==> config.mk <==
export PLATFORM = sky130hd
export DESIGN_NAME = rgba_to_yv12_pixel_converter_core
export DESIGN_NICKNAME = d
export VERILOG_FILES = /design/src/rtl/core/rgbyv_pkg.sv /design/src/rtl/core/rgba_to_yv12_pixel_converter_core.sv
export SDC_FILE = /design/constraint.sdc
export NUM_CORES = 2
export LEC_CHECK = 0
export BUFFER_PORTS_ARGS = -buffer_cell sky130_fd_sc_hd__buf_2
export CORE_MARGIN = 2
export CORE_UTILIZATION = 60
export DETAILED_ROUTE_END_ITERATION = 10
export GPL_TIMING_DRIVEN = 0
export PLACE_DENSITY = 0.78
export SLEW_MARGIN = 10
export SYNTH_ARGS = -nofsm -noshare
export SYNTH_HDL_FRONTEND = slang
export SYNTH_SLANG_ARGS = --single-unit
==> constraint.sdc <==
create_clock -name aclk -period 9.2 [get_ports aclk]
set_input_delay 1.84 -clock aclk [delete_from_list [all_inputs] [get_ports aclk]]
set_output_delay 1.84 -clock aclk [all_outputs]
set_load 0.01 [all_outputs]
==> src/rtl/core/rgbyv_pkg.sv <==
// ----------------------------------------------------------------------------
// RGBA to YV12 converter package
// Shared types, register indexes, chroma codes and BT.601 coefficients.
// ----------------------------------------------------------------------------
package rgbyv_pkg;

    localparam int CFG_DATA_W  = 13;
    localparam int CFG_INDEX_W = 2;
    localparam int SIZE_W      = 13;
    localparam int OFFSET_W    = 25;
    localparam int PIXEL_W     = 8;

    typedef enum logic [CFG_INDEX_W-1:0] {
        REG_FRAME_WIDTH   = 2'd0,
        REG_FRAME_HEIGHT  = 2'd1,
        REG_REVERSE_ORDER = 2'd2
    } cfg_reg_t;

    typedef enum logic [1:0] {
        CHROMA_NONE = 2'd0,
        CHROMA_U    = 2'd1,
        CHROMA_V    = 2'd2
    } chroma_kind_t;

    localparam logic [SIZE_W-1:0]   RESET_WIDTH  = 13'd640;
    localparam logic [SIZE_W-1:0]   RESET_HEIGHT = 13'd480;
    localparam logic [OFFSET_W-1:0] RESET_AREA   = 25'd307200;

    localparam logic [15:0] Y_COEF_R   = 16'd66;
    localparam logic [15:0] Y_COEF_G   = 16'd129;
    localparam logic [15:0] Y_COEF_B   = 16'd25;
    localparam logic [15:0] ROUND_BIAS = 16'd128;
    localparam logic [7:0]  Y_OFFSET   = 8'd16;
    localparam logic [15:0] U_COEF_R   = 16'd38;
    localparam logic [15:0] U_COEF_G   = 16'd74;
    localparam logic [15:0] UV_COEF_BIG = 16'd112;
    localparam logic [15:0] V_COEF_G   = 16'd94;
    localparam logic [15:0] V_COEF_B   = 16'd18;
    localparam logic [15:0] CHROMA_BIAS = 16'd32896;

    // Clamps a frame dimension to 2..max and rounds it down to even.
    function automatic logic [SIZE_W-1:0] eff_size(input logic [SIZE_W-1:0] v,
                                                   input logic [SIZE_W:0]   maxv);
        logic [SIZE_W:0] t;
        t = {1'b0, v};
        if (t < 14'd2) begin
            t = 14'd2;
        end
        if (t > maxv) begin
            t = maxv;
        end
        t[0] = 1'b0;
        if (t < 14'd2) begin
            t = 14'd2;
        end
        return t[SIZE_W-1:0];
    endfunction

endpackage

==> src/rtl/core/rgba_to_yv12_pixel_converter_core.sv <==
// ----------------------------------------------------------------------------
// RGBA to YV12 pixel converter core
// Converts raster-order RGB pixels to BT.601 luma and point-sampled chroma
// with their byte offsets in a planar Y, V, U buffer.
// ----------------------------------------------------------------------------
// Pixels enter on the s_ channel and one result per pixel leaves on the m_
// channel, both with valid/ready handshakes. Each result carries the luma
// value and its buffer offset, and on even columns a U sample (even rows) or
// a V sample (odd rows) with its offset; otherwise the chroma fields are zero.
// m_frame_last marks the final pixel of a frame, after which the counters and
// plane pointers restart.
// A pixel passes an input register and then a result register before its
// result is presented. One pixel is accepted in every cycle in which the
// result side is not stalled; the throughput is one item per clock.
// When the receiver holds m_ready low, the result register holds its item,
// the input register still takes one more item, and s_ready then drops.
// The configuration port is to be written while the core is idle; the core
// itself does not enforce this. Every write to a known register index
// restarts the frame and recomputes the plane layout.
// A synchronous active-low reset empties both registers and loads a 640 by
// 480 forward frame.
// ----------------------------------------------------------------------------
module rgba_to_yv12_pixel_converter_core #(
    parameter int MAX_WIDTH  = 4096,
    parameter int MAX_HEIGHT = 4096
) (
    input  logic        aclk,
    input  logic        aresetn,

    input  logic        cfg_write_enable,
    input  logic [1:0]  cfg_index,
    input  logic [12:0] cfg_write_data,

    input  logic        s_valid,
    output logic        s_ready,
    input  logic [7:0]  s_red,
    input  logic [7:0]  s_green,
    input  logic [7:0]  s_blue,

    output logic        m_valid,
    input  logic        m_ready,
    output logic [7:0]  m_luma_value,
    output logic [24:0] m_luma_offset,
    output logic [1:0]  m_chroma_kind,
    output logic [7:0]  m_chroma_value,
    output logic [24:0] m_chroma_offset,
    output logic        m_frame_last
);

    localparam int COL_W = $clog2(MAX_WIDTH);
    localparam int ROW_W = $clog2(MAX_HEIGHT);
    localparam logic [13:0] MAX_W_LIM = 14'(MAX_WIDTH);
    localparam logic [13:0] MAX_H_LIM = 14'(MAX_HEIGHT);

    logic        s1_valid_reg;
    logic [7:0]  s1_red_reg;
    logic [7:0]  s1_green_reg;
    logic [7:0]  s1_blue_reg;

    logic [12:0] width_reg, width_next;
    logic [12:0] height_reg, height_next;
    logic        reverse_reg, reverse_next;
    logic [25:0] area_reg, area_next;

    logic [COL_W-1:0] col_reg, col_next;
    logic [ROW_W-1:0] row_reg, row_next;
    logic             restart_reg, restart_next;
    logic [24:0]      luma_ptr_reg, luma_ptr_next;
    logic [24:0]      u_ptr_reg, u_ptr_next;
    logic [24:0]      v_ptr_reg, v_ptr_next;

    logic        m_valid_reg;
    logic [7:0]  luma_value_reg, luma_value_next;
    logic [24:0] luma_offset_reg, luma_offset_next;
    rgbyv_pkg::chroma_kind_t chroma_kind_reg, chroma_kind_next;
    logic [7:0]  chroma_value_reg, chroma_value_next;
    logic [24:0] chroma_offset_reg, chroma_offset_next;
    logic        frame_last_reg, frame_last_next;

    logic        out_ready;
    logic        s1_advance;
    logic        cfg_known;
    logic [12:0] mult_a, mult_b;
    logic [25:0] product;
    logic [24:0] quarter;
    logic [24:0] luma_start, u_start, v_start;
    logic [24:0] luma_cur, u_cur, v_cur;
    logic [24:0] step_luma, step_u, step_v;
    logic [13:0] col_plus, row_plus;
    logic        col_end, row_end;
    logic [15:0] y_sum, u_sum, v_sum;

    assign out_ready  = !m_valid_reg || m_ready;
    assign s1_advance = s1_valid_reg && out_ready;
    assign s_ready    = !s1_valid_reg || out_ready;

    // Configuration and frame layout.
    always_comb begin
        width_next   = width_reg;
        height_next  = height_reg;
        reverse_next = reverse_reg;
        cfg_known    = 1'b0;
        mult_a       = width_reg;
        mult_b       = height_reg;
        case (rgbyv_pkg::cfg_reg_t'(cfg_index))
            rgbyv_pkg::REG_FRAME_WIDTH: begin
                cfg_known = 1'b1;
                mult_a    = rgbyv_pkg::eff_size(cfg_write_data, MAX_W_LIM);
            end
            rgbyv_pkg::REG_FRAME_HEIGHT: begin
                cfg_known = 1'b1;
                mult_b    = rgbyv_pkg::eff_size(cfg_write_data, MAX_H_LIM);
            end
            rgbyv_pkg::REG_REVERSE_ORDER: begin
                cfg_known = 1'b1;
            end
            default: begin
                cfg_known = 1'b0;
            end
        endcase
        product   = 26'(mult_a) * 26'(mult_b);
        area_next = area_reg;
        if (cfg_write_enable && cfg_known) begin
            width_next  = mult_a;
            height_next = mult_b;
            area_next   = product;
            if (rgbyv_pkg::cfg_reg_t'(cfg_index) == rgbyv_pkg::REG_REVERSE_ORDER) begin
                reverse_next = cfg_write_data[0];
            end
        end
    end

    // Color conversion, plane pointers and raster counters.
    always_comb begin
        quarter = {1'b0, area_reg[25:2]};
        if (reverse_reg) begin
            luma_start = area_reg[24:0] - 25'd1;
            v_start    = area_reg[24:0] + quarter - 25'd1;
            u_start    = area_reg[24:0] + {quarter[23:0], 1'b0} - 25'd1;
            step_luma  = '1;
        end else begin
            luma_start = '0;
            v_start    = area_reg[24:0];
            u_start    = area_reg[24:0] + quarter;
            step_luma  = 25'd1;
        end
        step_u = step_luma;
        step_v = step_luma;

        luma_cur = restart_reg ? luma_start : luma_ptr_reg;
        u_cur    = restart_reg ? u_start : u_ptr_reg;
        v_cur    = restart_reg ? v_start : v_ptr_reg;

        y_sum = rgbyv_pkg::Y_COEF_R * 16'(s1_red_reg) + rgbyv_pkg::Y_COEF_G * 16'(s1_green_reg)
              + rgbyv_pkg::Y_COEF_B * 16'(s1_blue_reg) + rgbyv_pkg::ROUND_BIAS;
        u_sum = rgbyv_pkg::UV_COEF_BIG * 16'(s1_blue_reg) + rgbyv_pkg::CHROMA_BIAS
              - rgbyv_pkg::U_COEF_R * 16'(s1_red_reg) - rgbyv_pkg::U_COEF_G * 16'(s1_green_reg);
        v_sum = rgbyv_pkg::UV_COEF_BIG * 16'(s1_red_reg) + rgbyv_pkg::CHROMA_BIAS
              - rgbyv_pkg::V_COEF_G * 16'(s1_green_reg) - rgbyv_pkg::V_COEF_B * 16'(s1_blue_reg);

        luma_value_next    = y_sum[15:8] + rgbyv_pkg::Y_OFFSET;
        luma_offset_next   = luma_cur;
        chroma_kind_next   = rgbyv_pkg::CHROMA_NONE;
        chroma_value_next  = '0;
        chroma_offset_next = '0;
        luma_ptr_next      = luma_cur + step_luma;
        u_ptr_next         = u_cur;
        v_ptr_next         = v_cur;
        if (!col_reg[0]) begin
            if (!row_reg[0]) begin
                chroma_kind_next   = rgbyv_pkg::CHROMA_U;
                chroma_value_next  = u_sum[15:8];
                chroma_offset_next = u_cur;
                u_ptr_next         = u_cur + step_u;
            end else begin
                chroma_kind_next   = rgbyv_pkg::CHROMA_V;
                chroma_value_next  = v_sum[15:8];
                chroma_offset_next = v_cur;
                v_ptr_next         = v_cur + step_v;
            end
        end

        col_plus        = 14'(col_reg) + 14'd1;
        row_plus        = 14'(row_reg) + 14'd1;
        col_end         = col_plus >= {1'b0, width_reg};
        row_end         = row_plus >= {1'b0, height_reg};
        frame_last_next = col_end && row_end;

        restart_next = 1'b0;
        col_next     = col_plus[COL_W-1:0];
        row_next     = row_reg;
        if (frame_last_next) begin
            restart_next = 1'b1;
            col_next     = '0;
            row_next     = '0;
        end else if (col_end) begin
            col_next = '0;
            row_next = row_plus[ROW_W-1:0];
        end
    end

    always_ff @(posedge aclk) begin
        if (!aresetn) begin
            s1_valid_reg <= 1'b0;
            m_valid_reg  <= 1'b0;
            width_reg    <= rgbyv_pkg::RESET_WIDTH;
            height_reg   <= rgbyv_pkg::RESET_HEIGHT;
            reverse_reg  <= 1'b0;
            area_reg     <= {1'b0, rgbyv_pkg::RESET_AREA};
            col_reg      <= '0;
            row_reg      <= '0;
            restart_reg  <= 1'b1;
        end else begin
            if (s_ready) begin
                s1_valid_reg <= s_valid;
            end
            if (out_ready) begin
                m_valid_reg <= s1_valid_reg;
            end
            width_reg   <= width_next;
            height_reg  <= height_next;
            reverse_reg <= reverse_next;
            area_reg    <= area_next;
            if (cfg_write_enable && cfg_known) begin
                col_reg     <= '0;
                row_reg     <= '0;
                restart_reg <= 1'b1;
            end else if (s1_advance) begin
                col_reg     <= col_next;
                row_reg     <= row_next;
                restart_reg <= restart_next;
            end
        end
    end

    always_ff @(posedge aclk) begin
        if (s_ready && s_valid) begin
            s1_red_reg   <= s_red;
            s1_green_reg <= s_green;
            s1_blue_reg  <= s_blue;
        end
        if (s1_advance) begin
            luma_ptr_reg      <= luma_ptr_next;
            u_ptr_reg         <= u_ptr_next;
            v_ptr_reg         <= v_ptr_next;
            luma_value_reg    <= luma_value_next;
            luma_offset_reg   <= luma_offset_next;
            chroma_kind_reg   <= chroma_kind_next;
            chroma_value_reg  <= chroma_value_next;
            chroma_offset_reg <= chroma_offset_next;
            frame_last_reg    <= frame_last_next;
        end
    end

    assign m_valid         = m_valid_reg;
    assign m_luma_value    = luma_value_reg;
    assign m_luma_offset   = luma_offset_reg;
    assign m_chroma_kind   = chroma_kind_reg;
    assign m_chroma_value  = chroma_value_reg;
    assign m_chroma_offset = chroma_offset_reg;
    assign m_frame_last    = frame_last_reg;

endmodule

Word-level counts from Yosys, hierarchy flattened
Cells that the tools add are included.
{"block": "totals", "regBits": 248, "in_bits": 44, "output_inout_bits": 71, "wordCells": 106}
{"block": "classes", "addsub": 20, "mul": 10, "order_cmp": 7, "eq_ne": 2, "muxes": 31, "bitwise_logic": 1, "reduce_logical": 14}
{"cell": "2-to-1 mux 25 bit", "n": 12}
{"cell": "adder 25 bit", "n": 4}
{"cell": "2-to-1 mux 14 bit", "n": 6}
{"cell": "subtractor 25 x 1 -> 25 bit (second input constant)", "n": 3}
{"cell": "2-to-1 mux 13 bit", "n": 5}
{"cell": "2-to-1 mux 12 bit", "n": 4}
{"cell": "multiplier 6 x 8 -> 14 bit (first input constant)", "n": 3}
{"cell": "adder 15 x 16 -> 16 bit (second input constant)", "n": 2}
{"cell": "subtractor 16 x 15 -> 16 bit", "n": 2}
{"cell": "greater-than comparator 14 x 13 -> 1 bit (second input constant)", "n": 2}
{"cell": "less-than comparator 14 x 2 -> 1 bit (second input constant)", "n": 2}
{"cell": "adder 12 x 1 -> 13 bit (second input constant)", "n": 2}
{"cell": ">= comparator 13 bit", "n": 2}
{"cell": "multiplier 13 x 13 -> 26 bit", "n": 1}
{"cell": "multiplier 5 x 8 -> 13 bit (first input constant)", "n": 2}
{"cell": "adder 25 x 24 -> 25 bit", "n": 1}
{"cell": "multiplier 3 x 8 -> 11 bit (first input constant)", "n": 2}
{"cell": "adder 15 x 16 -> 16 bit", "n": 1}
{"cell": "adder 16 x 13 -> 16 bit", "n": 1}
{"cell": "adder 16 x 8 -> 16 bit (second input constant)", "n": 1}
{"cell": "multiplier 8 x 8 -> 16 bit (first input constant)", "n": 1}
{"cell": "subtractor 16 x 13 -> 16 bit", "n": 1}
{"cell": "subtractor 16 x 14 -> 16 bit", "n": 1}
{"cell": "less-than comparator 13 x 2 -> 1 bit (second input constant)", "n": 1}
{"cell": "other kinds (16)", "n": 23}

Depth between registers and ports, before layout
{"block": "depth", "word_depth": 10, "ltp_mapped": 29, "depth_no_buf": 28}

Worst setup path after synthesis
OpenSTA, ideal clock, no wires.
{"block": "synth_timing", "path_type": "input port to flip-flop", "start": "in cfg_write_data[7]", "end": "reg area_reg[25]", "setup_time_ns": 0.062, "arrival_time_ns": 8.179, "required_time_ns": 9.138, "slack_ns": 0.959, "stages": 25, "path_buffers": 0, "path_cell_list": "nor4_1 -> nand3_1 -> o31ai_1 -> nand2_1 -> o21ai_1 -> nand2_1 -> fa_1 -> inv_1 -> fa_1 -> inv_1 -> fa_1 -> inv_1 -> fa_1 -> inv_1 -> fa_1 -> inv_1 -> ha_1 -> and3_1 -> a2111oi_4 -> o31ai_1 -> a31o_2 -> a2111oi_2 -> nor2_1 -> or4_1 -> nand3_1"}
{"block": "synth_via", "elab_chain_len": 10, "elab_cells_between_ends": 17, "classes_between": "mul (1); order compare (5); mux (11)"}
{"item": "start: declaration", "line_no": "rgba_to_yv12_pixel_converter_core.sv:32", "rtl": "input logic [12:0] cfg_write_data,"}
{"item": "less-than comparator 13 x 2 -> 1 bit", "line_no": "rgbyv_pkg.sv:46", "rtl": "if (t < 14'd2) begin"}
{"item": "2-to-1 mux 13 bit *", "line_no": "rgbyv_pkg.sv:46"}
{"item": "2-to-1 mux 14 bit", "line_no": "rgba_to_yv12_pixel_converter_core.sv:105", "rtl": "case (rgbyv_pkg::cfg_reg_t'(cfg_index))"}
{"item": "greater-than comparator 14 x 13 -> 1 bit", "line_no": "rgbyv_pkg.sv:49", "rtl": "if (t > maxv) begin"}
{"item": "2-to-1 mux 14 bit", "line_no": "rgbyv_pkg.sv:49"}
{"item": "2-to-1 mux 14 bit", "line_no": "rgba_to_yv12_pixel_converter_core.sv:105"}
{"item": "less-than comparator 14 x 2 -> 1 bit", "line_no": "rgbyv_pkg.sv:53", "rtl": "if (t < 14'd2) begin"}
{"item": "2-to-1 mux 13 bit", "line_no": "rgbyv_pkg.sv:53"}
{"item": "2-to-1 mux 13 bit", "line_no": "rgba_to_yv12_pixel_converter_core.sv:105"}
{"item": "multiplier 13 x 13 -> 26 bit *", "line_no": "rgba_to_yv12_pixel_converter_core.sv:121", "rtl": "product = 26'(mult_a) * 26'(mult_b);"}
{"item": "end signal: assignment", "line_no": "rgba_to_yv12_pixel_converter_core.sv:209", "rtl": "area_reg <= {1'b0, rgbyv_pkg::RESET_AREA};"}
{"item": "end signal: assignment", "line_no": "rgba_to_yv12_pixel_converter_core.sv:223", "rtl": "area_reg <= area_next;"}
{"item": "end: declaration", "line_no": "rgba_to_yv12_pixel_converter_core.sv:63", "rtl": "logic [25:0] area_reg, area_next;"}
Every way passes the cells marked *; elsewhere a longest branch is shown, timed or not. The select of a mux whose other input is x is not followed.
A chain may end at the register's enable or synchronous reset.

Worst setup path in the final report
{"block": "layout_timing", "start": "in cfg_index[0]", "end": "reg area_reg[25]"}
{"block": "layout_via", "elab_chain_len": 4, "elab_cells_between_ends": 9, "classes_between": "mul (1); eq/ne (2); mux (3); reduce/logical (3)"}
{"item": "start: declaration", "line_no": "rgba_to_yv12_pixel_converter_core.sv:31", "rtl": "input logic [1:0] cfg_index,"}
{"item": "parallel branches: the longest is 4 deep, another holds multiplier 13 x 13 -> 26 bit"}
Several ways; the timed one is not identified.

==> impl_metrics.ini <==
[routing]
drt_iter0_drc = 1777
vias = 25400
ant_nets = 0
drcViolationCount = 0
routed_wl_um = 80100
vias_per_cell = 5.88
firstDrtPassIters = 7
wire_per_inst_um = 18.5

[global_routing]
grt_pass1_wl_um = 129000
grt_usage = 0.302
busiest_layer = met2
grt_use_met1 = 0.393
antenna_found_initial = 1
grt_pass1_vias = 25100
grtUsageMet3 = 0.0404
grt_max_degree = 55
grt_overflow = 0
met2_usage = 0.510

[sta]
setup_viol = 0
timing.hold.ws_ns = 0.474
tightest_slew_ns = 1.17
slew_headroom = 0.195
drv_slew = 0
skew_ns = 0.0165
period_needed_ns = 8.80
fin_crit_sh = 0.957
hold_viol_final = 0
fmax_mhz = 114
setup_tns_ns = 0
setup_ws_ns = 0.396
rsz0062_at_grt = false

[place]
io_buffers = 113
pre_cts_ws_ns = -0.405
dp_hpwl_um = 63600
gp_congestion = 0.999

[clocking]
tritoncts = done
h-tree-depth = 1
ctsResizeCount = 0
cts_root_buf = clkbuf_16
insertion_delay_ns = 0.59
cts_hold_buffers = 0
clockBufferDepth = 3
numCtsBuffers = 30
clk_pin_slew_worst_paths_ns = 0.06
post-cts-setup-buffers = 0
cts.sinks = 248

[setup_path]
r2r_slack_ns = 2.21
cp_max_fo = 10
crit_path_end_kind = register
reg2regPathDepth = 21
worstSetupPathType = input port to register
reg2reg_to = m_chroma_value[7]
required_ns = 9.72
critPathLaunchType = input port
timing.rr.start = s1_green_reg[3]
critical_path_arrival_ns = 9.33

[power]
irDropWorstVdd_uv = 256
power_leakage_nw = 16.0
p_per_area_nw_per_um2 = 218

[cells_and_area]
syn2layout_area_growth_pct = 8.28
multi_input_area_um2 = 21900
drive_gt1_frac = 0.0615
final_nets = 4347
largest_reg_flops = 26
nFillCells = 4249
regArea_um2 = 6650

[floorplan]
ios = 115
core_um2 = 51000
die_w_um = 231
fp.dieH_um = 231
dieArea_um2 = 53200
rows = 83
start_util = 0.604

[hold_path]
min-delay-start = col_reg[10]
hp-class = register to register
min_path_cells = 2
holdPathEnd = col_reg[10]

[logic_synthesis]
synthCells = 3467
synth_edf_count = 168
ys_warn_count = 0
synth_nets = 4198
syn-mean-instance-area_um2 = 8.89
synthesis.area_um2 = 30800
ys.flop_type = edfxtp_1
ys_async_sr_fraction = 0
synthDistinctLibCells = 81
yosysSeqAreaShare = 0.216
synth-seq-cells = 248

[outcome]
outcome = finished, final reports clean

[job]
cap_violations = 0
synthesized netlist by cell type, types with 43 or more instances:
master,count,share of area
xor2_1,69,0.020
nor2_1,270,0.033
nor3_1,43,0.0070
edfxtp_1,168,0.16
nand2_1,263,0.032
clkbuf_1,83,0.010
inv_1,508,0.062
ha_1,474,0.19
dfxtp_1,80,0.052
nand3_1,64,0.010
fa_1,213,0.14
o21a_1,58,0.014
a21o_1,74,0.018
a21oi_1,204,0.033
o21ai_0,118,0.019
xnor2_1,186,0.053
kinds of logic (layout without fill, tap and decap cells):
kind of cell    count (synthesis)  count (layout)  synth area share
fa+ha+maj                     687             687             0.331
xor+xnor                      255             255            0.0725
buf+inv                       611             784            0.0746
other cells                     0               2                 0
compound gates                775             775             0.167
flops                         248             248             0.216
mux                            29              29           0.00967
simple gates                  862             862             0.130
final cells by class:
cell class                 instances  share of cell area
tap                              680              0.0255
antenna                            2            0.000150
inverter                         510              0.0574
clock buffer                      49              0.0275
timing repair buffer             117              0.0203
multi-input combinational       2608               0.656
clock inverter                     7             0.00195
sequential                       248               0.199
buffer                           101              0.0117
worst max-delay path, stage by stage:
cell,delay [ns]
buf_2,0.13
or2_2,0.29
clkbuf_1,0.21
clkbuf_1,0.34
clkbuf_1,0.34
o21ai_1,0.82
nand2_1,0.18
fa_1,0.58
inv_1,0.05
fa_1,0.48
fa_1,0.50
fa_1,0.51
inv_1,0.06
fa_1,0.49
inv_1,0.05
ha_1,0.21
or3_1,0.41
a2111oi_4,0.26
o31ai_1,0.18
a31o_2,0.32
a2111oi_2,0.39
nor2_1,0.09
or4_1,0.48
nand3_1,0.08
worst max-delay path by stage:
stage / start / endpoint / slack, ns / cells after the start
after floorplan: cfg_write_data[7] / area_reg[25] / 0.96 / 25
after global placement: m_ready / row_reg[0] / -0.57 / 8
after detailed placement: cfg_write_data[7] / area_reg[25] / -0.41 / 26
after CTS: cfg_write_data[7] / area_reg[25] / 0.19 / 26
after global routing: cfg_index[0] / area_reg[25] / 0.02 / 24
final: cfg_index[0] / area_reg[25] / 0.40 / 24
metal layers:
layer  vias to the layer above  wire (µm)
li1                      12200          -
met1                     12100      33600
met2                       864      37400
met3                       214       5680
met4                         0       3430
met5                         -          0
metrics by stage:
stage	cells	power, mW	utilization	area (µm²)
finish	4322	7.27	0.654	33400
CTS	4320	7.28	0.654	33300
global placement	4260	5.94	0.632	32200
detailed placement	4264	6.06	0.634	32300
global route	4320	7.94	0.654	33400
floorplan	3467	4.96	-	30800
layout by cell type, fill, tap and decap left out, types with 8 or more instances in the layout:
cell type,count
o31ai_1,16
o21bai_1,39
nor2b_1,41
xor2_1,69
nand2b_1,38
nor3_1,43
o21ai_1,15
and3_1,27
o21a_1,58
o211ai_1,24
ha_1,474
nor2_1,270
or2_2,19
o22ai_1,39
a211oi_1,34
xnor2_1,186
o21ai_0,117
clkbuf_16,32
buf_1,13
clkbuf_1,93
buf_2,118
nand2_1,263
nand4_1,23
inv_1,508
a211o_1,8
a21o_1,74
a21oi_1,204
nand3_1,64
or3_1,15
a22oi_1,12
dfxtp_1,79
mux2i_1,23
and2_1,17
fa_1,213
a22o_1,26
o2bb2ai_1,8
a31oi_1,22
edfxtp_1,168
where the power goes:
part	internal, mW	switching [mW]	total, mW
clock network	0.704	0.498	1.20
registers	1.43	0.0784	1.51
logic	1.92	2.64	4.56
No activity file was read; power rests on OpenSTA's default activity.
